## config.mk

```make
export PLATFORM = sky130hd
export DESIGN_NAME = tap_tempo_tracker_core
export DESIGN_NICKNAME = d
export VERILOG_FILES = /design/src/hdl/ttt_pkg.sv /design/src/hdl/ttt_mul.sv /design/src/hdl/ttt_seq.sv /design/src/hdl/tap_tempo_tracker_core.sv
export SDC_FILE = /design/constraint.sdc
export NUM_CORES = 2
export LEC_CHECK = 0
export BUFFER_PORTS_ARGS = -buffer_cell sky130_fd_sc_hd__buf_4
export CAP_MARGIN = 10
export CORE_AREA = 3 3 324 326
export CTS_CLUSTER_SIZE = 10
export DETAILED_ROUTE_END_ITERATION = 8
export DIE_AREA = 0 0 327 329
export PLACE_DENSITY = 0.83
export REMOVE_ABC_BUFFERS = 1
export SETUP_SLACK_MARGIN = 0.4
export SLEW_MARGIN = 20
export SYNTH_ARGS = -nofsm -noshare
export SYNTH_HDL_FRONTEND = slang
export SYNTH_SLANG_ARGS = --single-unit
```

## constraint.sdc

```tcl
create_clock -name clk -period 10.5 [get_ports clk]
set_clock_uncertainty 0.15 [all_clocks]
set_input_delay 0.525 -clock clk [delete_from_list [all_inputs] [get_ports clk]]
set_output_delay 0.525 -clock clk [all_outputs]
set_load 0.02 [all_outputs]
```

## src/hdl/ttt_pkg.sv

```systemverilog
// ttt_pkg: shared constants, codes and types of the tap tempo tracker.
// No dependencies; imported by every module of the block.
package ttt_pkg;

	// sample counter width
	localparam int COUNT_WIDTH = 24;

	localparam int TEMPO_W  = 32;
	localparam int LIMIT_W  = 24;
	localparam int SCALE_W  = 24;
	localparam int MS_W     = 16;
	localparam int POS_W    = 16;
	localparam int CFG_IDX_W  = 3;
	localparam int CFG_DATA_W = 24;

	// shared multiplier: 32 x 24 unsigned
	localparam int MUL_A_W = 32;
	localparam int MUL_B_W = 24;
	localparam int PROD_W  = MUL_A_W + MUL_B_W;

	// wide enough for count + 1 and the limit
	localparam int CMP_W = 33;

	localparam logic [TEMPO_W-1:0] KNOB_THRESH = 32'd655360;
	localparam logic [PROD_W:0]    TAP_ROUND   = (PROD_W+1)'(128);
	localparam logic [PROD_W:0]    SM_ROUND    = (PROD_W+1)'(24'h800000);

	localparam logic [LIMIT_W-1:0] LIMIT_RST = 24'd480000;
	localparam logic [SCALE_W-1:0] SCALE_RST = 24'd349525;
	localparam logic [MS_W-1:0]    MIN_RST   = 16'd0;
	localparam logic [MS_W-1:0]    RANGE_RST = 16'd1000;
	localparam logic [SCALE_W-1:0] COEFF_RST = 24'd1678;

	typedef enum logic [1:0] {
		CMD_TICK  = 2'd0,
		CMD_PRESS = 2'd1,
		CMD_KNOB  = 2'd2
	} cmd_t;

	typedef enum logic [CFG_IDX_W-1:0] {
		REG_LIMIT = 3'd0,
		REG_SCALE = 3'd1,
		REG_MIN   = 3'd2,
		REG_RANGE = 3'd3,
		REG_COEFF = 3'd4
	} cfg_reg_t;

	typedef enum logic [1:0] {
		OP_TAP    = 2'd0,
		OP_KNOB   = 2'd1,
		OP_SMOOTH = 2'd2
	} op_sel_t;

	typedef enum logic [3:0] {
		ST_IDLE,
		ST_TICK,
		ST_PRESS,
		ST_TAP_MUL,
		ST_TAP_FIN,
		ST_KNOB_MUL,
		ST_KNOB_SUM,
		ST_KNOB_CMP,
		ST_SM_DIFF,
		ST_SM_MUL,
		ST_SM_FIN,
		ST_WRITE
	} state_t;

	typedef struct packed {
		logic    accept;
		logic    tick;
		logic    press;
		logic    mul_en;
		op_sel_t mul_sel;
		logic    tap_fin;
		logic    knob_sum;
		logic    knob_cmp;
		logic    sm_diff;
		logic    sm_fin;
		logic    load_out;
	} ctrl_t;

	typedef struct packed {
		logic wrapped;
		logic press_full;
		logic out_free;
	} stat_t;

endpackage

```

## src/hdl/ttt_mul.sv

```systemverilog
// ttt_mul: operand select and shared 32x24 multiplier with registered product.
// Depends on ttt_pkg.
module ttt_mul (
	input  logic                                  clk,
	input  logic                                  en,
	input  ttt_pkg::op_sel_t                      sel,
	input  logic [ttt_pkg::COUNT_WIDTH-1:0]       tap_diff,
	input  logic [ttt_pkg::SCALE_W-1:0]           ms_per_sample,
	input  logic [ttt_pkg::POS_W-1:0]             knob_pos,
	input  logic [ttt_pkg::MS_W-1:0]              knob_range,
	input  logic [ttt_pkg::TEMPO_W-1:0]           sm_mag,
	input  logic [ttt_pkg::SCALE_W-1:0]           sm_coeff,
	output logic [ttt_pkg::PROD_W-1:0]            product
);
	import ttt_pkg::*;

	logic [MUL_A_W-1:0] op_a;
	logic [MUL_B_W-1:0] op_b;
	logic [PROD_W-1:0]  product_q;

	always_comb begin
		case (sel)
			OP_TAP: begin
				op_a = MUL_A_W'(tap_diff);
				op_b = MUL_B_W'(ms_per_sample);
			end
			OP_KNOB: begin
				op_a = MUL_A_W'(knob_pos);
				op_b = MUL_B_W'(knob_range);
			end
			OP_SMOOTH: begin
				op_a = sm_mag;
				op_b = MUL_B_W'(sm_coeff);
			end
			default: begin
				op_a = '0;
				op_b = '0;
			end
		endcase
	end

	always_ff @(posedge clk) begin
		if (en) begin
			product_q <= PROD_W'(op_a) * PROD_W'(op_b);
		end
	end

	assign product = product_q;

endmodule

```

## src/hdl/ttt_seq.sv

```systemverilog
// ttt_seq: sequencer that steps one word through tick, press or knob/smooth ops.
// Depends on ttt_pkg.
module ttt_seq (
	input  logic                clk,
	input  logic                arst_n,
	input  logic                item_valid,
	input  logic [1:0]          command,
	input  ttt_pkg::stat_t      stat,
	output logic                item_stall,
	output ttt_pkg::ctrl_t      ctrl
);
	import ttt_pkg::*;

	state_t state_q;
	state_t state_next;

	always_ff @(posedge clk or negedge arst_n) begin
		if (!arst_n) begin
			state_q <= ST_IDLE;
		end else begin
			state_q <= state_next;
		end
	end

	always_comb begin
		state_next = state_q;
		ctrl = '0;
		ctrl.mul_sel = OP_TAP;
		item_stall = 1'b1;
		case (state_q)
			ST_IDLE: begin
				item_stall = 1'b0;
				if (item_valid) begin
					ctrl.accept = 1'b1;
					case (command)
						CMD_TICK:  state_next = ST_TICK;
						CMD_PRESS: state_next = ST_PRESS;
						CMD_KNOB:  state_next = ST_KNOB_MUL;
						default:   state_next = ST_WRITE;
					endcase
				end
			end
			ST_TICK: begin
				ctrl.tick = 1'b1;
				state_next = ST_WRITE;
			end
			ST_PRESS: begin
				ctrl.press = 1'b1;
				if (!stat.wrapped && stat.press_full) begin
					state_next = ST_TAP_MUL;
				end else begin
					state_next = ST_WRITE;
				end
			end
			ST_TAP_MUL: begin
				ctrl.mul_en = 1'b1;
				ctrl.mul_sel = OP_TAP;
				state_next = ST_TAP_FIN;
			end
			ST_TAP_FIN: begin
				ctrl.tap_fin = 1'b1;
				state_next = ST_WRITE;
			end
			ST_KNOB_MUL: begin
				ctrl.mul_en = 1'b1;
				ctrl.mul_sel = OP_KNOB;
				state_next = ST_KNOB_SUM;
			end
			ST_KNOB_SUM: begin
				ctrl.knob_sum = 1'b1;
				state_next = ST_KNOB_CMP;
			end
			ST_KNOB_CMP: begin
				ctrl.knob_cmp = 1'b1;
				state_next = ST_SM_DIFF;
			end
			ST_SM_DIFF: begin
				ctrl.sm_diff = 1'b1;
				state_next = ST_SM_MUL;
			end
			ST_SM_MUL: begin
				ctrl.mul_en = 1'b1;
				ctrl.mul_sel = OP_SMOOTH;
				state_next = ST_SM_FIN;
			end
			ST_SM_FIN: begin
				ctrl.sm_fin = 1'b1;
				state_next = ST_WRITE;
			end
			ST_WRITE: begin
				if (stat.out_free) begin
					ctrl.load_out = 1'b1;
					state_next = ST_IDLE;
				end
			end
			default: begin
				state_next = ST_IDLE;
			end
		endcase
	end

endmodule

```

## src/hdl/tap_tempo_tracker_core.sv

```systemverilog
// tap_tempo_tracker_core: top level; config registers, tracker state, output register.
// Depends on ttt_pkg, ttt_mul, ttt_seq.
//
//  channel | handshake              | payload
//  --------+------------------------+----------------------------------
//  item    | item_valid/item_stall  | command, knob_position
//  result  | result_valid/result_stall | tempo_ms, tap_mode
//  cfg     | cfg_valid/cfg_ready    | cfg_index, cfg_data
//
// States per word: unused command: write; tick: tick, write; press: press, tap
// multiply and tap finish (when it sets the tap period), write; knob update: knob
// multiply, knob sum, knob compare, smooth diff, smooth multiply, smooth finish,
// write. Products use the one shared 32x24 multiplier. Result register holds a
// word while result_stall; the next word can be taken meanwhile, and waits in the
// write state until it frees. Reset skips working and payload regs; cfg_ready is always high.
module tap_tempo_tracker_core (
	input  logic                               clk,
	input  logic                               arst_n,
	input  logic                               item_valid,
	output logic                               item_stall,
	input  logic [1:0]                         command,
	input  logic [ttt_pkg::POS_W-1:0]          knob_position,
	output logic                               result_valid,
	input  logic                               result_stall,
	output logic [ttt_pkg::TEMPO_W-1:0]        tempo_ms,
	output logic                               tap_mode,
	input  logic                               cfg_valid,
	output logic                               cfg_ready,
	input  logic [ttt_pkg::CFG_IDX_W-1:0]      cfg_index,
	input  logic [ttt_pkg::CFG_DATA_W-1:0]     cfg_data
);
	import ttt_pkg::*;

	ctrl_t ctrl;
	stat_t stat;

	// config registers
	logic [LIMIT_W-1:0] counter_limit_q;
	logic [SCALE_W-1:0] ms_per_sample_q;
	logic [MS_W-1:0]    delay_min_q;
	logic [MS_W-1:0]    delay_range_q;
	logic [SCALE_W-1:0] smooth_coeff_q;

	// tracker state
	logic [COUNT_WIDTH-1:0] sample_count_q;
	logic                   wrapped_q;
	logic [COUNT_WIDTH-1:0] hist_q [3];
	logic [1:0]             press_count_q;
	logic                   tap_active_q;
	logic [TEMPO_W-1:0]     tap_period_q;
	logic [TEMPO_W-1:0]     knob_period_q;
	logic [TEMPO_W-1:0]     smoothed_q;

	// working registers
	logic [POS_W-1:0]   pos_q;
	logic [TEMPO_W-1:0] kt_q;
	logic [TEMPO_W-1:0] mag_q;
	logic               up_q;

	// output register
	logic               result_valid_q;
	logic [TEMPO_W-1:0] tempo_q;
	logic               tap_mode_q;

	logic [PROD_W-1:0]      product;
	logic [COUNT_WIDTH-1:0] tap_diff;
	logic [COUNT_WIDTH:0]   count_next;
	logic                   count_wrap;
	logic [PROD_W:0]        tap_sum;
	logic [PROD_W-8:0]      tap_val;
	logic [TEMPO_W:0]       knob_sum;
	logic [TEMPO_W-1:0]     knob_gap;
	logic [TEMPO_W-1:0]     sm_target;
	logic [PROD_W:0]        sm_sum;
	logic [TEMPO_W-1:0]     sm_step;

	assign cfg_ready = 1'b1;

	always_ff @(posedge clk or negedge arst_n) begin
		if (!arst_n) begin
			counter_limit_q <= LIMIT_RST;
			ms_per_sample_q <= SCALE_RST;
			delay_min_q     <= MIN_RST;
			delay_range_q   <= RANGE_RST;
			smooth_coeff_q  <= COEFF_RST;
		end else if (cfg_valid) begin
			case (cfg_index)
				REG_LIMIT: counter_limit_q <= LIMIT_W'(cfg_data);
				REG_SCALE: ms_per_sample_q <= SCALE_W'(cfg_data);
				REG_MIN:   delay_min_q     <= MS_W'(cfg_data);
				REG_RANGE: delay_range_q   <= MS_W'(cfg_data);
				REG_COEFF: smooth_coeff_q  <= SCALE_W'(cfg_data);
				default: ;
			endcase
		end
	end

	ttt_seq u_seq (
		.clk        (clk),
		.arst_n     (arst_n),
		.item_valid (item_valid),
		.command    (command),
		.stat       (stat),
		.item_stall (item_stall),
		.ctrl       (ctrl)
	);

	assign tap_diff = hist_q[0] - hist_q[1];

	ttt_mul u_mul (
		.clk           (clk),
		.en            (ctrl.mul_en),
		.sel           (ctrl.mul_sel),
		.tap_diff      (tap_diff),
		.ms_per_sample (ms_per_sample_q),
		.knob_pos      (pos_q),
		.knob_range    (delay_range_q),
		.sm_mag        (mag_q),
		.sm_coeff      (smooth_coeff_q),
		.product       (product)
	);

	assign stat.wrapped    = wrapped_q;
	assign stat.press_full = (press_count_q == 2'd3);
	assign stat.out_free   = !result_valid_q || !result_stall;

	// wrap at the limit, or when the count would leave its width
	assign count_next = {1'b0, sample_count_q} + (COUNT_WIDTH+1)'(1);
	assign count_wrap = count_next[COUNT_WIDTH] ||
		(CMP_W'(count_next) >= CMP_W'(counter_limit_q));

	assign tap_sum = {1'b0, product} + TAP_ROUND;
	assign tap_val = tap_sum[PROD_W:8];

	assign knob_sum = {1'b0, delay_min_q, 16'h0000} + {1'b0, product[TEMPO_W-1:0]};
	assign knob_gap = (kt_q > knob_period_q) ? (kt_q - knob_period_q)
		: (knob_period_q - kt_q);

	assign sm_target = tap_active_q ? tap_period_q : knob_period_q;
	assign sm_sum  = {1'b0, product} + SM_ROUND;
	// step never exceeds the magnitude, so 32 bits hold it
	assign sm_step = sm_sum[TEMPO_W+23:24];

	always_ff @(posedge clk or negedge arst_n) begin
		if (!arst_n) begin
			sample_count_q <= '0;
			wrapped_q      <= 1'b0;
			hist_q[0]      <= '0;
			hist_q[1]      <= '0;
			hist_q[2]      <= '0;
			press_count_q  <= 2'd1;
			tap_active_q   <= 1'b0;
			tap_period_q   <= '0;
			knob_period_q  <= '0;
			smoothed_q     <= '0;
		end else begin
			if (ctrl.tick) begin
				if (count_wrap) begin
					sample_count_q <= '0;
					wrapped_q      <= 1'b1;
				end else begin
					sample_count_q <= count_next[COUNT_WIDTH-1:0];
				end
			end
			if (ctrl.press) begin
				hist_q[2] <= hist_q[1];
				hist_q[1] <= hist_q[0];
				hist_q[0] <= sample_count_q;
				if (wrapped_q) begin
					sample_count_q <= '0;
					wrapped_q      <= 1'b0;
					press_count_q  <= 2'd1;
				end else if (!stat.press_full) begin
					press_count_q <= press_count_q + 2'd1;
				end
			end
			if (ctrl.tap_fin) begin
				tap_active_q <= 1'b1;
				tap_period_q <= (|tap_val[PROD_W-8:TEMPO_W]) ? '1 : tap_val[TEMPO_W-1:0];
			end
			if (ctrl.knob_cmp && (knob_gap > KNOB_THRESH)) begin
				knob_period_q <= kt_q;
				tap_active_q  <= 1'b0;
			end
			if (ctrl.sm_fin) begin
				smoothed_q <= up_q ? (smoothed_q + sm_step) : (smoothed_q - sm_step);
			end
		end
	end

	always_ff @(posedge clk) begin
		if (ctrl.accept) begin
			pos_q <= knob_position;
		end
		if (ctrl.knob_sum) begin
			kt_q <= knob_sum[TEMPO_W] ? '1 : knob_sum[TEMPO_W-1:0];
		end
		if (ctrl.sm_diff) begin
			up_q  <= (sm_target >= smoothed_q);
			mag_q <= (sm_target >= smoothed_q) ? (sm_target - smoothed_q)
				: (smoothed_q - sm_target);
		end
	end

	// result word register
	always_ff @(posedge clk or negedge arst_n) begin
		if (!arst_n) begin
			result_valid_q <= 1'b0;
		end else if (ctrl.load_out) begin
			result_valid_q <= 1'b1;
		end else if (!result_stall) begin
			result_valid_q <= 1'b0;
		end
	end

	always_ff @(posedge clk) begin
		if (ctrl.load_out) begin
			tempo_q    <= smoothed_q;
			tap_mode_q <= tap_active_q;
		end
	end

	assign result_valid = result_valid_q;
	assign tempo_ms     = tempo_q;
	assign tap_mode     = tap_mode_q;

`ifndef ASSERT_OFF
	a_busy_after_accept: assert property (@(posedge clk) disable iff (!arst_n)
		(item_valid && !item_stall) |=> item_stall)
		else $error("item taken while a word is in work");

	a_press_count_nonzero: assert property (@(posedge clk) disable iff (!arst_n)
		press_count_q != 2'd0)
		else $error("press count reached zero");

	a_tap_on_source: assert property (@(posedge clk) disable iff (!arst_n)
		$rose(tap_active_q) |-> $past(ctrl.tap_fin))
		else $error("tap mode set outside a tap period update");

	a_no_overshoot_up: assert property (@(posedge clk) disable iff (!arst_n)
		($past(ctrl.sm_fin) && $past(up_q)) |-> (smoothed_q <= $past(sm_target, 3)))
		else $error("smoother overshot target going up");

	a_no_overshoot_down: assert property (@(posedge clk) disable iff (!arst_n)
		($past(ctrl.sm_fin) && !$past(up_q)) |-> (smoothed_q >= $past(sm_target, 3)))
		else $error("smoother overshot target going down");
`endif

endmodule

```

* Yosys cells after proc, flatten, opt, wreduce, memory -nomap -nowiden
Cells that the tools add are included.
** Storage, ports and cells
- Register bits :: 451
** Operators by class
- Reductions and logical operators :: 21
- Add/subtract/negate cells :: 12
- Order comparisons :: 4
- Eq/ne operators :: 24
- Multiplexer cells :: 39
- Multiply operators :: 1
** Operator list (number)
- $mux W32 :: 5
- $sub A32 B32 Y32 :: 5
- $mux W24 :: 4
- $pmux W32 S3 :: 1
- $pmux W24 S3 :: 1
- $add A56 B8 Y57 const B :: 1
- $add A56 B24 Y56 const B :: 1
- $mul A32 B24 Y56 :: 1
- $pmux W4 S10 :: 1
- $add A32 B32 Y33 :: 1
- $add A32 B32 Y32 :: 1
- $ge A32 B32 Y1 :: 1
- $gt A32 B20 Y1 const B :: 1
- $gt A32 B32 Y1 :: 1
- $add A24 B1 Y25 const B :: 1
- $ge A25 B24 Y1 :: 1
- $sub A24 B24 Y24 :: 1
- $mux W1 :: 20
- $reduce_or A17 Y1 :: 1
- $eq A4 B3 Y1 const B :: 4
- $eq A4 B4 Y1 const B :: 4
- $reduce_and A2 Y1 :: 7
- $mux W4 :: 3
- $pmux W4 S3 :: 1
- other kinds (20) :: 33

* Depth between registers and ports, before layout
- Depth in word-level cells :: 7
- Mapped depth :: 44

* By module
From an unflattened synthesis, not the netlist that was laid out.
** Second synthesis, totals
- Cell total of the unflattened synthesis :: 6300
- Area total of the unflattened synthesis :: 55534.5 um^2
** Modules (own cells, without submodules)
- tap_tempo_tracker_core :: times used 1, area each 28202.0 um^2, cells each 3123, sequential area each 10392.5 um^2
- ttt_mul :: times used 1, area each 26899.5 um^2, cells each 3119, sequential area each 1681.6 um^2
- ttt_seq :: times used 1, area each 432.9 um^2, cells each 58, sequential area each 100.1 um^2

* Least setup slack after synthesis
No wires, ideal clock.
- Path type :: register to register
- From :: reg hist_q[24] in the netlist's numbering
- To :: reg u_mul.product_q[54] (netlist: u_mul.product[54]) (data pin)
- Required time :: 10.084 ns
- Buffers on the path :: 1
- Data arrival time :: 9.480 ns
- Slack :: 0.604 ns
- Stages on the path, launching flop included :: 41
- Cells stage by stage :: dfrtp_1 > ha_1 > fa_1 > nor2b_1 > o21ai_0 > a21boi_0 > o21ai_0 > a21boi_0 > o21ai_0 > a21oi_1 > o211ai_1 > a31oi_1 > a31oi_1 > xor2_1 > o21ai_0 > clkbuf_1 > nand2_1 > fa_1 > [5 not listed] > fa_1 > inv_1 > fa_1 > inv_1 > ha_1 > o21a_1 > o21ai_0 > a21oi_1 > nand3_1 > nor2_1 > o211ai_1 > nand3_1 > and3_1 > o221a_2 > a31o_2 > a2111oi_0 > nor3_1 > xor2_1
** Between the ends
- Cells in the longest elaborated chain, start to end :: 3
** Ends and longest elaborated chain
- from (decl) :: line tap_tempo_tracker_core.sv:47 : logic [COUNT_WIDTH-1:0] hist_q [3];
- $sub A24 B24 Y24 :: line tap_tempo_tracker_core.sv:108 : assign tap_diff = hist_q[0] - hist_q[1];
- $pmux W32 S3 :: line ttt_mul.sv:22 : case (sel)
- $mul A32 B24 Y56 :: line ttt_mul.sv:44 : product_q <= PROD_W'(op_a) * PROD_W'(op_b);
- to (signal assigned) :: line ttt_mul.sv:44
- to (decl) :: line ttt_mul.sv:19 : logic [PROD_W-1:0] product_q;
No other way between the ends.
A chain may end at the register's enable or synchronous reset.

* Worst setup path after layout
Ends and elaborated chain as after synthesis.

==> reports/qor.csv <==
stage;metric;value;unit
die;die_area;0.108;sq mm
timing;fin_crit_sh;94.6;%
die;die_y;329;microns
final_layout;fillCellCount;8501;
die;start_util;53.1;%
setup_path;critPathTopFamily;adder cells;
timing;setup_ws;0.572;ns
setup_path;critPathMaxFanout;12;
setup_path;startpoint_type;register;
final_layout;multi_input_area;0.0375;sq mm
final_layout;fin_util;58.3;%
status;outcome;finished, final reports clean;
setup_path;required;10.75;ns
placement;dpl_worst_slack;-0.00424;ns
die;num_io_pins;86;
synth;ys.warnings.count;0;
clock_network;clk_pin_slew;0.06;ns
synth;synthFlopType;dfrtp_1;
setup_path;critical_path_class;reg -> reg;
synth;synthDistinctLibCells;91;
synth;syn_inst;6100;
timing;worst_pin_slew;1.18;ns
synth;ys_seq_area_share;22.5;%
placement;port_buffers;84;
clock_network;root_buffer;clkbuf_16;
timing;hold_viol;0;
clock_network;clkLatencyLatePin;0.66;ns
synth;synth.area.top_cells;fa_1 25%, dfrtp_1 12%, edfxtp_1 9.4%, ha_1 9.4%, inv_1 7.2%;
clock_network;tritoncts;done;
die;die_w;327;microns
placement;dp_hpwl;135000;microns
global_route;grt_pass1_vias;45400;
synth;synth-async-reset-ratio;62.3;%
die;fp.coreArea;0.102;sq mm
timing;slew_viol_final;0;
routing;vias;45000;
final_layout;fin_nets;7297;
routing;wire_per_inst;22.6;microns
routing;drc;0;
synth;synth.cell_area;0.0541;sq mm
timing;tns;0;ns
setup_path;crit_top_cell;fa_1;
timing;rsz0062_at_grt;yes;
synth;synth-edff-count;170;
clock_network;numCtsBuffers;52;
worst_hold_path;hp-start;cfg_data[9];
synth;ys_ff_latch;451;
setup_path;crit_arrival;10.18;ns
global_route;grt_pass1_wl;261000;microns
final_layout;seqCellArea;0.0122;sq mm
final_layout;stdcell_count;7591;
global_route;grt_use_total;31.5;%
setup_path;startpoint;hist_q[24];
synth;synth.top_cell.area_share;24.6;%
timing;slew_headroom;21.1;%
setup_path;path_buf_inv;7;
final_layout;layout-drive-gt1-share;9.92;%
routing;drt-total-wl;171000;microns
setup_path;cpPeakStageDelay;0.56;ns
final_layout;area_growth;9.80;%
final_layout;final_common_cell;inv_1;
clock_network;htreeDepth;2;
routing;dr.pass1.iters;6;
global_route;antenna_found_initial;3;
placement;place.gp.congestion;1.06;
placement;dp.cells;7425;
global_route;grt_overflow;0;
setup_path;endpoint_kind;register;
timing;setup_viol;0;
die;num_rows;117;
timing;fmax;0.101;GHz
routing;drtIter0Drc;4387;
final_layout;layout_common_cells;1,034 x inv_1, 866 x nand2_1, 657 x fa_1, 444 x nor2_1, 396 x ha_1;
setup_path;cp_slowest_cell;fa_1;
clock_network;clockBufferDepth;3;
routing;via_per_inst;5.93;
setup_path;r2r_start;hist_q[24];
worst_hold_path;min_path_type;in -> reg;
clock_network;clock-sinks;451;
routing;detail-route-antenna-nets;0;
timing;period_minus_slack;9.93;ns
global_route;grt_max_degree;103;
synth;yosys.area.top_type;fa_1;
job;drv_cap;0;
synth;syn_avg_cell_area;8.88;sq um
path summary, 6_finish.rpt:
path | to | slack, ns | cells past startpoint
setup / recovery | u_mul.product[54] | 0.57 | 41
hold / removal | counter_limit_q[9] | 0.04 | 3
setup reg to reg | u_mul.product[54] | 0.57 | 41
hold reg to reg | kt_q[2] | 0.35 | 1
max in group asynchronous | knob_period_q[28] | 7.48 | 4
min in group asynchronous | counter_limit_q[20] | 0.33 | 2
Yosys cell counts (29+ instances only):
cell type and instances:
o21ai_0 246, nor2_1 448, mux2i_1 57, nand2_1 871, a21oi_1 308, mux2_2 112, nand3_1 71, dfrtp_1 251
a22oi_1 42, a31oi_1 29, o21bai_1 43, dfstp_2 30, ha_1 407, inv_1 1036, a211oi_1 35, nor3_1 49
and2_1 78, nand4_1 40, xor2_1 113, nand2b_1 53, edfxtp_1 170, nor2b_1 33, o21a_1 75, fa_1 665
a21o_1 102, xnor2_1 173, and3_1 44, clkbuf_1 256
per-layer routing:
| layer | vias up | routed length, microns | share of wire (%) | GRT usage, % |
|---|---|---|---|---|
| met5 | - | 0 | 0 | 0 |
| li1 | 19700 | - | - | - |
| met3 | 706 | 17700 | 10 | 6.49 |
| met4 | 0 | 13500 | 7.9 | 19.9 |
| met2 | 2483 | 77500 | 45 | 50.1 |
| met1 | 22200 | 62600 | 37 | 39.5 |
cells by family after synthesis:
logic type	count (synthesis)	share of synthesized area [%]
other	1	0.00693
xor gates and xnor gates	286	4.63
buffers and inverters	1318	9.27
and+or+nand+nor	1765	14.2
adders and majority gates	1072	34.0
muxes	171	3.43
DFF	451	22.5
AOI/OAI and AO/OA	1036	12.0
state kept, by name (all words and copies together), names as in the netlist:
signal,count
u_mul.product,56
hist_q,48
knob_period_q,32
kt_q,32
mag_q,32
smoothed_q,32
tap_period_q,32
tempo_ms,32
counter_limit_q,24
ms_per_sample_q,24
sample_count_q,24
smooth_coeff_q,24
delay_min_q,16
delay_range_q,16
pos_q,16
u_seq.state_q,4
press_count_q,2
result_valid,1
tap_active_q,1
tap_mode,1
up_q,1
wrapped_q,1
cell type report:
type	instances	area share, %
Multi-Input combinational cell	4331	63.1
Sequential cell	451	20.5
Inverter	1036	6.54
Timing Repair Buffer	303	4.30
Tap cell	1368	2.88
Clock buffer	92	2.48
Clock inverter	5	0.194
Antenna cell	5	0.0210
tightest hold or removal path: stages:
cell and delay, ns:
buf_4 0.16, nand2_1 0.06, o21ai_0 0.07
what timing repair did:
item	4_1_cts	5_1_grt
endpoints found under the setup margin	17	24
cloned	0	2
resized for setup	30	90
pin swaps	7	67
hold endpoints to repair	129	0
setup buffers	7	29
hold buffers	26	0
stage by stage:
step | hold slack, ns | instance area, sq um
floorplan | 0.0794 | 53000
global placement | 0.324 | 56800
detailed placement | 0.335 | 56800
CTS | 0.0139 | 58800
global route | 0.0328 | 59400
finish | 0.0413 | 59400
Power is not shown: default switching activity piles up to over one toggle a cycle in this logic, so the estimate is an artifact.
